===== src/design/gps_seconds_to_calendar_core_defines.svh =====
// Assertion macros shared by the calendar core
`ifndef GPS_SECONDS_TO_CALENDAR_CORE_DEFINES_SVH
`define GPS_SECONDS_TO_CALENDAR_CORE_DEFINES_SVH

// Check an implication on every clock edge outside reset
`define GSC_ASSERT_IMP(label, clk, rst_n, cond, msg) \
    label: assert property (@(posedge clk) disable iff (!rst_n) (cond)) else $error(msg);

// Check a property that must also hold during reset
`define GSC_ASSERT_ALWAYS(label, clk, cond, msg) \
    label: assert property (@(posedge clk) (cond)) else $error(msg);

`endif


===== src/design/gsc_pkg.sv =====
`default_nettype none
package gsc_pkg;
    localparam int unsigned EpochYear   = 1980;
    localparam int unsigned DayShiftSec = 5 * 86400;

    // Reciprocals, rounded up, for exact division by constants
    localparam logic [26:0] RecipDay   = 27'd101806633;  // 2^36 / 675
    localparam logic [16:0] SecPerDay  = 17'd86400;
    localparam logic [13:0] RecipHour  = 14'd9321;       // 2^21 / 225
    localparam logic [16:0] SecPerHour = 17'd3600;
    localparam logic [10:0] RecipMin   = 11'd1093;       // 2^14 / 15
    localparam logic [11:0] SecPerMin  = 12'd60;
    localparam logic [16:0] RecipQuad  = 17'd91868;      // 2^27 / 1461

    // Four-year block, leap year first
    localparam logic [10:0] QuadDays   = 11'd1461;
    localparam logic [10:0] QuadYear1  = 11'd366;
    localparam logic [10:0] QuadYear2  = 11'd731;
    localparam logic [10:0] QuadYear3  = 11'd1096;

    // Day count of 1 March 2100; a dummy 29 February is slotted in before it
    localparam logic [15:0] SkipDay    = 16'd43889;

    // Days before each month in a common year
    function automatic logic [8:0] f_month_start(input logic [3:0] m);
        logic [8:0] v;
        begin
            case (m)
                4'd1:    v = 9'd0;
                4'd2:    v = 9'd31;
                4'd3:    v = 9'd59;
                4'd4:    v = 9'd90;
                4'd5:    v = 9'd120;
                4'd6:    v = 9'd151;
                4'd7:    v = 9'd181;
                4'd8:    v = 9'd212;
                4'd9:    v = 9'd243;
                4'd10:   v = 9'd273;
                4'd11:   v = 9'd304;
                4'd12:   v = 9'd334;
                default: v = 9'd0;
            endcase
            return v;
        end
    endfunction

    typedef struct packed {
        logic [11:0] calendar_year;
        logic [3:0]  month_of_year;
        logic [4:0]  day_of_month;
        logic [4:0]  hour_of_day;
        logic [5:0]  minute_of_hour;
        logic [5:0]  second_of_minute;
    } t_cal;
endpackage
`default_nettype wire


===== src/design/gsc_if.sv =====
`default_nettype none
interface gsc_in_if;
    logic        valid;
    logic        ready;
    logic [31:0] elapsed_seconds;
    modport source (output valid, output elapsed_seconds, input ready);
    modport sink   (input valid, input elapsed_seconds, output ready);
endinterface

interface gsc_out_if;
    import gsc_pkg::*;
    logic valid;
    logic ready;
    t_cal data;
    modport source (output valid, output data, input ready);
    modport sink   (input valid, input data, output ready);
endinterface
`default_nettype wire


===== src/design/gsc_divmod.sv =====
`default_nettype none
// Time-of-day split: hour, minute and second from seconds of day over
// five register stages, all advanced together by i_en
module gsc_divmod
    import gsc_pkg::*;
(
    input  wire logic        i_clk,
    input  wire logic        i_en,
    input  wire logic [16:0] i_sod,
    output logic [4:0]       o_hour,
    output logic [5:0]       o_minute,
    output logic [5:0]       o_second
);
    logic [4:0]  r_s4_hour, r_s5_hour, r_s6_hour, r_s7_hour, r_s8_hour;
    logic [16:0] r_s4_sod;
    logic [11:0] r_s5_soh, r_s6_soh;
    logic [5:0]  r_s6_min, r_s7_min, r_s8_min;
    logic [5:0]  r_s7_sec, r_s8_sec;

    logic [26:0] w_hour_prod;
    logic [16:0] w_hour_sec;
    logic [16:0] w_soh;
    logic [20:0] w_min_prod;
    logic [11:0] w_min_sec;
    logic [11:0] w_sec;

    // Hour by reciprocal of 225 on seconds of day over 16
    assign w_hour_prod = 27'(i_sod[16:4]) * 27'(RecipHour);
    assign w_hour_sec  = 17'(r_s4_hour) * SecPerHour;
    assign w_soh       = r_s4_sod - w_hour_sec;
    // Minute by reciprocal of 15 on seconds of hour over 4
    assign w_min_prod  = 21'(r_s5_soh[11:2]) * 21'(RecipMin);
    assign w_min_sec   = 12'(r_s6_min) * SecPerMin;
    assign w_sec       = r_s6_soh - w_min_sec;

    // Advance every stage together
    always_ff @(posedge i_clk) begin
        if (i_en) begin
            r_s4_hour <= w_hour_prod[25:21];
            r_s4_sod  <= i_sod;
            r_s5_hour <= r_s4_hour;
            r_s5_soh  <= w_soh[11:0];
            r_s6_hour <= r_s5_hour;
            r_s6_soh  <= r_s5_soh;
            r_s6_min  <= w_min_prod[19:14];
            r_s7_hour <= r_s6_hour;
            r_s7_min  <= r_s6_min;
            r_s7_sec  <= w_sec[5:0];
            r_s8_hour <= r_s7_hour;
            r_s8_min  <= r_s7_min;
            r_s8_sec  <= r_s7_sec;
        end
    end

    assign o_hour   = r_s8_hour;
    assign o_minute = r_s8_min;
    assign o_second = r_s8_sec;
endmodule
`default_nettype wire


===== src/design/gps_seconds_to_calendar_core.sv =====
// Pipeline: eight register stages carry a taken input word to the result,
//   which is valid when the word reaches the eighth stage.
// Throughput: one word per cycle; a stalled result holds every stage.
// Reset: synchronous active-low i_rst_n clears the stage valid bits and
//   holds i_in.ready low; stage data is not reset.
`default_nettype none
`include "gps_seconds_to_calendar_core_defines.svh"
module gps_seconds_to_calendar_core
    import gsc_pkg::*;
(
    input  wire logic  i_clk,
    input  wire logic  i_rst_n,
    gsc_in_if.sink     i_in,
    gsc_out_if.source  o_out
);
    logic [7:0]  r_vld;
    logic [32:0] r_s1_total;
    logic [15:0] r_s2_days;
    logic [16:0] r_s2_lo;
    logic [16:0] r_s3_sod;
    logic [15:0] r_s3_dadj;
    logic [5:0]  r_s4_quad;
    logic [15:0] r_s4_dadj;
    logic [5:0]  r_s5_quad;
    logic [10:0] r_s5_rem;
    logic [11:0] r_s6_year, r_s7_year, r_s8_year;
    logic [8:0]  r_s6_doy, r_s7_doy;
    logic        r_s6_leap, r_s7_leap;
    logic [3:0]  r_s7_month, r_s8_month;
    logic [4:0]  r_s8_day;

    logic        w_en;
    logic        w_stall;
    logic [52:0] w_day_prod;
    logic [16:0] w_day_sec;
    logic [16:0] w_sod;
    logic        w_skip;
    logic [32:0] w_quad_prod;
    logic [10:0] w_quad_day;
    logic [10:0] w_rem;
    logic [1:0]  w_yoff;
    logic [10:0] w_ystart;
    logic [10:0] w_doy_full;
    logic [11:0] w_year;
    logic [3:0]  w_month;
    logic [8:0]  w_mstart;
    logic [8:0]  w_day_full;
    logic [4:0]  w_hour;
    logic [5:0]  w_minute, w_second;

    // Advance when the last stage is empty or its word is taken
    assign w_en       = !r_vld[7] || o_out.ready;
    assign w_stall    = o_out.valid && !o_out.ready;
    assign i_in.ready = w_en && i_rst_n;

    // Days by reciprocal of 675 on the total over 128, then seconds of day
    assign w_day_prod = 53'(r_s1_total[32:7]) * 53'(RecipDay);
    assign w_day_sec  = 17'(r_s2_days) * SecPerDay;
    assign w_sod      = r_s2_lo - w_day_sec;
    assign w_skip     = (r_s2_days >= SkipDay);

    // Four-year blocks and day within the block
    assign w_quad_prod = 33'(r_s3_dadj) * 33'(RecipQuad);
    assign w_quad_day  = 11'(r_s4_quad) * QuadDays;
    assign w_rem       = r_s4_dadj[10:0] - w_quad_day;

    // Year within the block
    always_comb begin
        if (r_s5_rem < QuadYear1) begin
            w_yoff   = 2'd0;
            w_ystart = 11'd0;
        end else if (r_s5_rem < QuadYear2) begin
            w_yoff   = 2'd1;
            w_ystart = QuadYear1;
        end else if (r_s5_rem < QuadYear3) begin
            w_yoff   = 2'd2;
            w_ystart = QuadYear2;
        end else begin
            w_yoff   = 2'd3;
            w_ystart = QuadYear3;
        end
    end
    assign w_doy_full = r_s5_rem - w_ystart;
    assign w_year     = 12'(EpochYear) + {4'd0, r_s5_quad, 2'b00} + {10'd0, w_yoff};

    // Month: count the month starts already passed
    always_comb begin
        w_month = 4'd1;
        for (int m = 2; m <= 12; m++) begin
            if (r_s6_doy >= f_month_start(4'(m)) + {8'd0, (r_s6_leap && m > 2)})
                w_month = w_month + 4'd1;
        end
    end

    // Day within the month
    assign w_mstart   = f_month_start(r_s7_month) +
                        {8'd0, (r_s7_leap && r_s7_month > 4'd2)};
    assign w_day_full = r_s7_doy - w_mstart + 9'd1;

    // Carry the valid bits with the data
    always_ff @(posedge i_clk) begin
        if (!i_rst_n) begin
            r_vld <= '0;
        end else if (w_en) begin
            r_vld <= {r_vld[6:0], i_in.valid};
        end
    end

    // Date stages
    always_ff @(posedge i_clk) begin
        if (w_en) begin
            r_s1_total <= {1'b0, i_in.elapsed_seconds} + 33'(DayShiftSec);
            r_s2_days  <= w_day_prod[51:36];
            r_s2_lo    <= r_s1_total[16:0];
            r_s3_sod   <= w_sod;
            r_s3_dadj  <= r_s2_days + {15'd0, w_skip};
            r_s4_quad  <= w_quad_prod[32:27];
            r_s4_dadj  <= r_s3_dadj;
            r_s5_quad  <= r_s4_quad;
            r_s5_rem   <= w_rem;
            r_s6_year  <= w_year;
            r_s6_doy   <= w_doy_full[8:0];
            r_s6_leap  <= (w_yoff == 2'd0);
            r_s7_year  <= r_s6_year;
            r_s7_doy   <= r_s6_doy;
            r_s7_leap  <= r_s6_leap;
            r_s7_month <= w_month;
            r_s8_year  <= r_s7_year;
            r_s8_month <= r_s7_month;
            r_s8_day   <= w_day_full[4:0];
        end
    end

    // Time-of-day lane, aligned with stages four to eight
    gsc_divmod u_div (
        .i_clk    (i_clk),
        .i_en     (w_en),
        .i_sod    (r_s3_sod),
        .o_hour   (w_hour),
        .o_minute (w_minute),
        .o_second (w_second)
    );

    assign o_out.valid = r_vld[7];
    assign o_out.data.calendar_year    = r_s8_year;
    assign o_out.data.month_of_year    = r_s8_month;
    assign o_out.data.day_of_month     = r_s8_day;
    assign o_out.data.hour_of_day      = w_hour;
    assign o_out.data.minute_of_hour   = w_minute;
    assign o_out.data.second_of_minute = w_second;

    `GSC_ASSERT_IMP(a_hold, i_clk, i_rst_n, w_stall |=> o_out.valid, "stalled word lost")
    `GSC_ASSERT_IMP(a_month_rng, i_clk, i_rst_n, !o_out.valid || (r_s8_month - 4'd1) < 4'd12, "bad month")
    `GSC_ASSERT_IMP(a_day_rng, i_clk, i_rst_n, !o_out.valid || r_s8_day != 5'd0, "bad day")
    `GSC_ASSERT_IMP(a_hour_rng, i_clk, i_rst_n, !o_out.valid || w_hour < 5'd24, "bad hour")
endmodule
`default_nettype wire

===== src/flat_wrapper.sv =====
// flat-port wrapper written by rule: the top's interface ports become plain ports
module gps_seconds_to_calendar_core_flat import gsc_pkg::*;
  (i_clk, i_rst_n, i_in_valid, i_in_elapsed_seconds, i_in_ready, o_out_valid, o_out_data, o_out_ready);
  gsc_in_if i_in_i ();
  gsc_out_if o_out_i ();
  input  wire logic i_clk;
  input  wire logic i_rst_n;
  input wire logic [$bits(i_in_i.valid)-1:0] i_in_valid;
  input wire logic [$bits(i_in_i.elapsed_seconds)-1:0] i_in_elapsed_seconds;
  output wire logic [$bits(i_in_i.ready)-1:0] i_in_ready;
  output wire logic [$bits(o_out_i.valid)-1:0] o_out_valid;
  output wire logic [$bits(o_out_i.data)-1:0] o_out_data;
  input wire logic [$bits(o_out_i.ready)-1:0] o_out_ready;
  assign i_in_i.valid = i_in_valid;
  assign i_in_i.elapsed_seconds = i_in_elapsed_seconds;
  assign i_in_ready = i_in_i.ready;
  assign o_out_valid = o_out_i.valid;
  assign o_out_data = o_out_i.data;
  assign o_out_i.ready = o_out_ready;
  gps_seconds_to_calendar_core u_core (.i_clk(i_clk), .i_rst_n(i_rst_n), .i_in(i_in_i), .o_out(o_out_i));
endmodule

===== config.mk =====
export PLATFORM = sky130hd
export DESIGN_NAME = gps_seconds_to_calendar_core_flat
export DESIGN_NICKNAME = d
export VERILOG_FILES = /design/src/design/gsc_pkg.sv /design/src/design/gsc_if.sv /design/src/design/gsc_divmod.sv /design/src/design/gps_seconds_to_calendar_core.sv /design/src/flat_wrapper.sv
export VERILOG_INCLUDE_DIRS = /design/src /design/src/design
export SDC_FILE = /design/constraint.sdc
export NUM_CORES = 2
export LEC_CHECK = 0
export BUFFER_PORTS_ARGS = -buffer_cell sky130_fd_sc_hd__buf_4
export CORE_MARGIN = 1.5
export CORE_UTILIZATION = 30
export DETAILED_ROUTE_END_ITERATION = 12
export GPL_TIMING_DRIVEN = 0
export PLACE_DENSITY = 0.53
export SLEW_MARGIN = 20
export SYNTH_ARGS = -nofsm -noshare
export SYNTH_HDL_FRONTEND = slang
export SYNTH_HIERARCHICAL = 1
export SYNTH_SLANG_ARGS = --single-unit

===== constraint.sdc =====
create_clock -name i_clk -period 12.45 [get_ports i_clk]
set_input_delay 1.245 -clock i_clk [delete_from_list [all_inputs] [get_ports i_clk]]
set_output_delay 1.245 -clock i_clk [all_outputs]
set_load 0.02 [all_outputs]

Yosys cells after proc, flatten, opt, wreduce, memory -nomap -nowiden
Memories as Yosys holds them, arrays and structs flattened. A register that Yosys moved wholly into a read port is not among the register bits.
Index checks and enable logic that the tools add are counted.

operators by class
  add/sub/neg operators = 32
  $mul = 8
  divide/modulo/power cells = 0
  $lt $le $gt $ge = 16
  equality and inequality tests = 0
  shifts and indexed selects = 0
  mux-type cells = 18
  bitwise logic cells = 0
  reductions and logical operators = 5

operators by type and width
  operator                                                                number
  9-bit greater-or-equal comparator                                       7
  26-bit by 27-bit multiplier with 52-bit output, second input constant   1
  4-bit 2-to-1 mux                                                        11
  4-bit by 1-bit adder with 4-bit output, second input constant           9
  8-bit by 1-bit adder with 9-bit output, first input constant            4
  32-bit by 19-bit adder with 33-bit output, second input constant        1
  16-bit by 15-bit multiplier with 31-bit output, second input constant   1
  9-bit by 1-bit adder with 9-bit output, first input constant            3
  13-bit by 14-bit multiplier with 26-bit output, second input constant   1
  10-bit by 11-bit multiplier with 20-bit output, second input constant   1
  9-bit by 8-bit greater-or-equal comparator with 1-bit output            2
  9-bit 2-to-1 mux                                                        2
  17-bit subtractor                                                       1
  16-bit by 1-bit adder with 16-bit output                                1
  7-bit by 1-bit adder with 8-bit output, first input constant            2
  16-bit greater-or-equal comparator, second input constant               1
  16-bit by 10-bit multiplier with 10-bit output, second input constant   1
  11-bit by 8-bit adder with 12-bit output, first input constant          1
  12-bit by 2-bit adder with 12-bit output                                1
  12-bit subtractor                                                       1
  11-bit by 10-bit < comparator with 1-bit output, second input constant  1
  11-bit < comparator, second input constant                              1
  11-bit by 9-bit < comparator with 1-bit output, second input constant   1
  6-bit by 11-bit multiplier with 11-bit output, second input constant    1
  other kinds (20)                                                        23

storage, ports and cells
  bits in registers = 291
  bits in latches = 0
  bits in writable memories = 0
  ROM bits = 144
  input bits = 36
  memories = 1

memory list
  name              words  bits a word  rd ports  clocked after memory_dff  wr ports  RTL line       source
  (name not given)  16     9            1         1                         0         gsc_pkg.sv:28  case (m)

Logic depth before layout (Yosys ltp)
  word-level depth = 23
  depth in mapped cells = 31
  mapped depth without buffers = 31

Hierarchy
The synthesis kept the hierarchy.

by module, submodules not included
  module                        instances  cells an instance  area each (µm²)  seq. area each (µm²)
  gps_seconds_to_calendar_core  1          2234               25266.7          6206.0
  gsc_divmod                    1          504                6379.9           2552.4

Worst setup path after synthesis
OpenSTA, ideal clock, no wires.

  path kind = input to register
  start = in o_out_ready
  end = reg (tool-made name)
  setup time = 122 ps
  data arrival time = 12073 ps
  slack = 255 ps
  stages on the path = 9
  cells stage by stage = nor2b_1 -> clkinv_1 -> buf_1 -> mux2i_1 -> ha_1 -> a2111oi_0 -> a2111oi_0 -> and2_0 -> a311o_1

RTL lines
  item             RTL line            source
  start, declared  flat_wrapper.sv:13  input wire logic [$bits(o_out_i.ready)-1:0] o_out_ready;

Worst setup path after layout
  start = reg u_core.r_s1_total[11]
  end = reg u_core.r_s2_days[15] (data pin)

between the ends
  word-level cells in the longest chain between the ends = 1

ends and longest elaborated chain
  item                                            RTL line                             source
  start, declared                                 gps_seconds_to_calendar_core.sv:17   logic [32:0] r_s1_total;
  start signal, assigned                          gps_seconds_to_calendar_core.sv:112  r_s1_total <= {1'b0, i_in.elapsed_seconds} + 33'(DayShiftSec);
  26-bit by 27-bit multiplier with 52-bit output  gps_seconds_to_calendar_core.sv:57   assign w_day_prod = 53'(r_s1_total[32:7]) * 53'(RecipDay);
  net u_core.w_day_prod[51]                       gps_seconds_to_calendar_core.sv:34   logic [52:0] w_day_prod;
  end signal, assigned                            gps_seconds_to_calendar_core.sv:113  r_s2_days <= w_day_prod[51:36];
  end, declared                                   gps_seconds_to_calendar_core.sv:18   logic [15:0] r_s2_days;

The timed path passes the listed nets, and every way through them passes these cells.
A chain may end at the register's enable or synchronous reset.

==> metrics.txt <==
status=finished clean; Clock Pin Slew Worst Setup and Hold Paths=0.05 ns; die area=0.107 mm²; first-pass GRT wire length=101 mm; top cell type's share of synthesized area=26.9%; Worst Reg-to-Reg Cells=22; flops & latches, synth=296; CP Buf/Inv Count=4; routed wire length=60.2 mm; area delta synth->final=12.4%; synth unique cells=86; Synth Area in Compound Gates=5.84%; final worst setup slack=4.06 ns; mux cell area share after synthesis=0.344%; final hold violations=0; total gr overflow=0; main combinational cell family by area after synthesis=adder cells; nets=3912; WHS Endpoint=u_core/u_div/r_s5_soh[2]; largest area contributor in the netlist=edfxtp_1; most used cell, CP=fa_1; IO Port Bufs=75; layout cells sized above 1=6.73%; gpl congestion=0.803; commonest non-fill, non-tap cell in the layout=inv_1; Synth Cell Area=0.0316 mm²; post-synthesis async set-or-reset flop share=0%; Std-Cell Core Area=0.104 mm²; reg-to-reg endpoint=u_core/r_s2_days[15]; Num CTS Buffers=40; drt wl/cell=14.1 µm; FF-to-FF Start=u_core/r_s1_total[11]; CTS tree=done; Antenna Nets Post-Route=0; post-DP HPWL=49.7 mm; cts hold-fix bufs=0; Setup WS pre-CTS=3.94 ns; clk sinks=296; register area share after synthesis=27.7%; HP Class=reg2reg; Adder-Cell Fraction of Synth Area=48.3%; RSZ-0062 raised after global routing=false; Die Ht=328 µm; WP data required=12.76 ns; Top FF cell, synth=edfxtp_1; GR Util All Layers=11.9%; # DRC=0; Finish-stage setup viols=0; IO Pins=76; DR vias/cell=4.28; Clock Latency Late Sink=0.59 ns; diodes inserted=0; Post-Syn Nets=3784; Synth Area per Inst=11.6 µm²; Max clock buf depth=3; Resize count post-CTS=0; Worst-Margin Slew=0.945 ns; Post-synth EDFFs=283; CTS root buffer=clkbuf_16; Detailed Routing Iterations Pass 1=5; vias=18295; Final Skew=0.0246 ns; largest net degree at the start of global routing=34; setup TNS=0 ns; Max H-tree Level=2; family with the most delay on the worst path=adder cells; Core Util, Final=34.2%; std cell rows=118; CP Capture Type=flop; Max-Cap Viols=0; post-synthesis xor/xnor area fraction=4.97%; most frequent cells in the layout=inv_1, ha_1, fa_1; max incr delay on CP=0.93 ns; CP Class=reg2reg; Ys Warns=6; startpoint types=flop; FMAX=119 MHz; crit path cell chain=inv_1, fa_1, fa_1, inv_1, fa_1, inv_1, fa_1, inv_1, fa_1, fa_1, ha_1, a21oi_1, nor2b_1, a2111oi_0, a21oi_1, o41ai_1, a21boi_1, o2111ai_1, a211oi_1, or3_1, a21oi_1, xnor2_1; Critical Path Fanout Max=12; initial antenna violation count=2; number of global-route vias before repair=19672; Die X=328 µm; Initial Util=30.4%; Final Instance Count excl. Fillers=4277; hold path cells=0; Iteration-0 DRC Markers=595; post-route clock period utilization=67.4%; final worst path period need=8.39 ns; postcts setup bufs=0; Hold Startpoint=u_core/u_div/r_s4_sod[2]; Crit. path cell count=22; slowest CP cell=edfxtp_1; largest cells by area after synthesis=edfxtp_1, ha_1, fa_1; Slew headroom=35.3%; Final Max Slew Viols=0; Post-Synthesis Cells=2738; R2R Setup Slk=4.06 ns; worst path arrival time=8.70 ns; area share of and/or/nand/nor cells after synthesis=4.37%; placed cell count=4204
[through the flow]
| step | instance area (µm²) | hold WS (ns) |
|---|---|---|
| final | 35600 | 0.415 |
| after global routing | 35600 | 0.421 |
| after CTS | 35600 | 0.417 |
| after detailed placement | 34200 | 0.405 |
| after global placement | 33900 | 0.401 |
| after floorplan | 31600 | 0.400 |
[routing by layer]
| layer | global-route usage (%) | routed length, µm | vias to the layer above |
|---|---|---|---|
| li1 | - | - | 9232 |
| met1 | 15.4 | 27600 | 8840 |
| met4 | 2.93 | 1170 | 0 |
| met3 | 1.53 | 1650 | 63 |
| met5 | 0 | 0 | - |
| met2 | 20.9 | 29800 | 160 |
[flip-flops by register name, indices dropped and copies added, names as in the netlist, 16 cells and up, named ones only]
register / cells
u_core/r_s2_lo: 17
u_core/r_s3_sod: 17
u_core/r_s1_total: 33
u_core/r_s3_dadj: 16
u_core/r_s2_days: 16
[worst max path at each step]
stage | start | end | slack, ns
after global routing | u_core/r_s1_total[11] | u_core/r_s2_days[15] | 3.49
after floorplan | o_out_ready | flop | 0.25
after CTS | u_core/r_s1_total[11] | u_core/r_s2_days[15] | 3.88
after detailed placement | u_core/r_s1_total[11] | u_core/r_s2_days[15] | 3.94
final | u_core/r_s1_total[11] | u_core/r_s2_days[15] | 4.06
after global placement | o_out_ready | flop | -4.78
[Yosys cell counts, drive strengths merged, types with 6 or more instances]
library cell	count
edfxtp	283
and3	10
xor2	53
inv	708
a21o	33
a31o	6
dfxtp	13
nand3	34
nor2b	23
o21a	7
a21boi	15
nor3	9
o31ai	7
a211oi	10
o21ai	50
xnor2	112
fa	351
mux2i	6
ha	659
and2	11
o21bai	15
buf	6
a21oi	87
nand4	16
nor2	39
a2111oi	6
nand2	75
nand2b	19
[area by class of cell]
cell class / count / area, µm²
plain buffers: 9 / 41.3
clock buffers: 49 / 1080
clock inverters: 24 / 302
fillers: 10528 / 68500
inverters: 709 / 2660
multi-input cells: 1724 / 20200
flip-flops and latches: 296 / 8760
well taps: 1380 / 1730
repair buffers: 86 / 806
[worst register-to-register path: stages (launching register included)]
cell       delay (ns)
edfxtp_1         0.93
inv_1            0.34
fa_1             0.54
fa_1             0.48
inv_1            0.06
fa_1             0.50
inv_1            0.05
fa_1             0.47
inv_1            0.06
fa_1             0.52
fa_1             0.51
ha_1             0.32
a21oi_1          0.13
nor2b_1          0.06
a2111oi_0        0.75
a21oi_1          0.33
o41ai_1          0.73
a21boi_1         0.19
o2111ai_1        0.33
a211oi_1         0.15
or3_1            0.40
a21oi_1          0.19
xnor2_1          0.09
[cells by family after synthesis]
kind of cell,count (synthesis)
buf+inv,718
fa+ha+maj,1010
xor+xnor,167
mux,10
flops,296
simple gates,265
compound gates,272
Power is not shown: default switching activity piles up to over one toggle a cycle in this logic, so the estimate is an artifact.
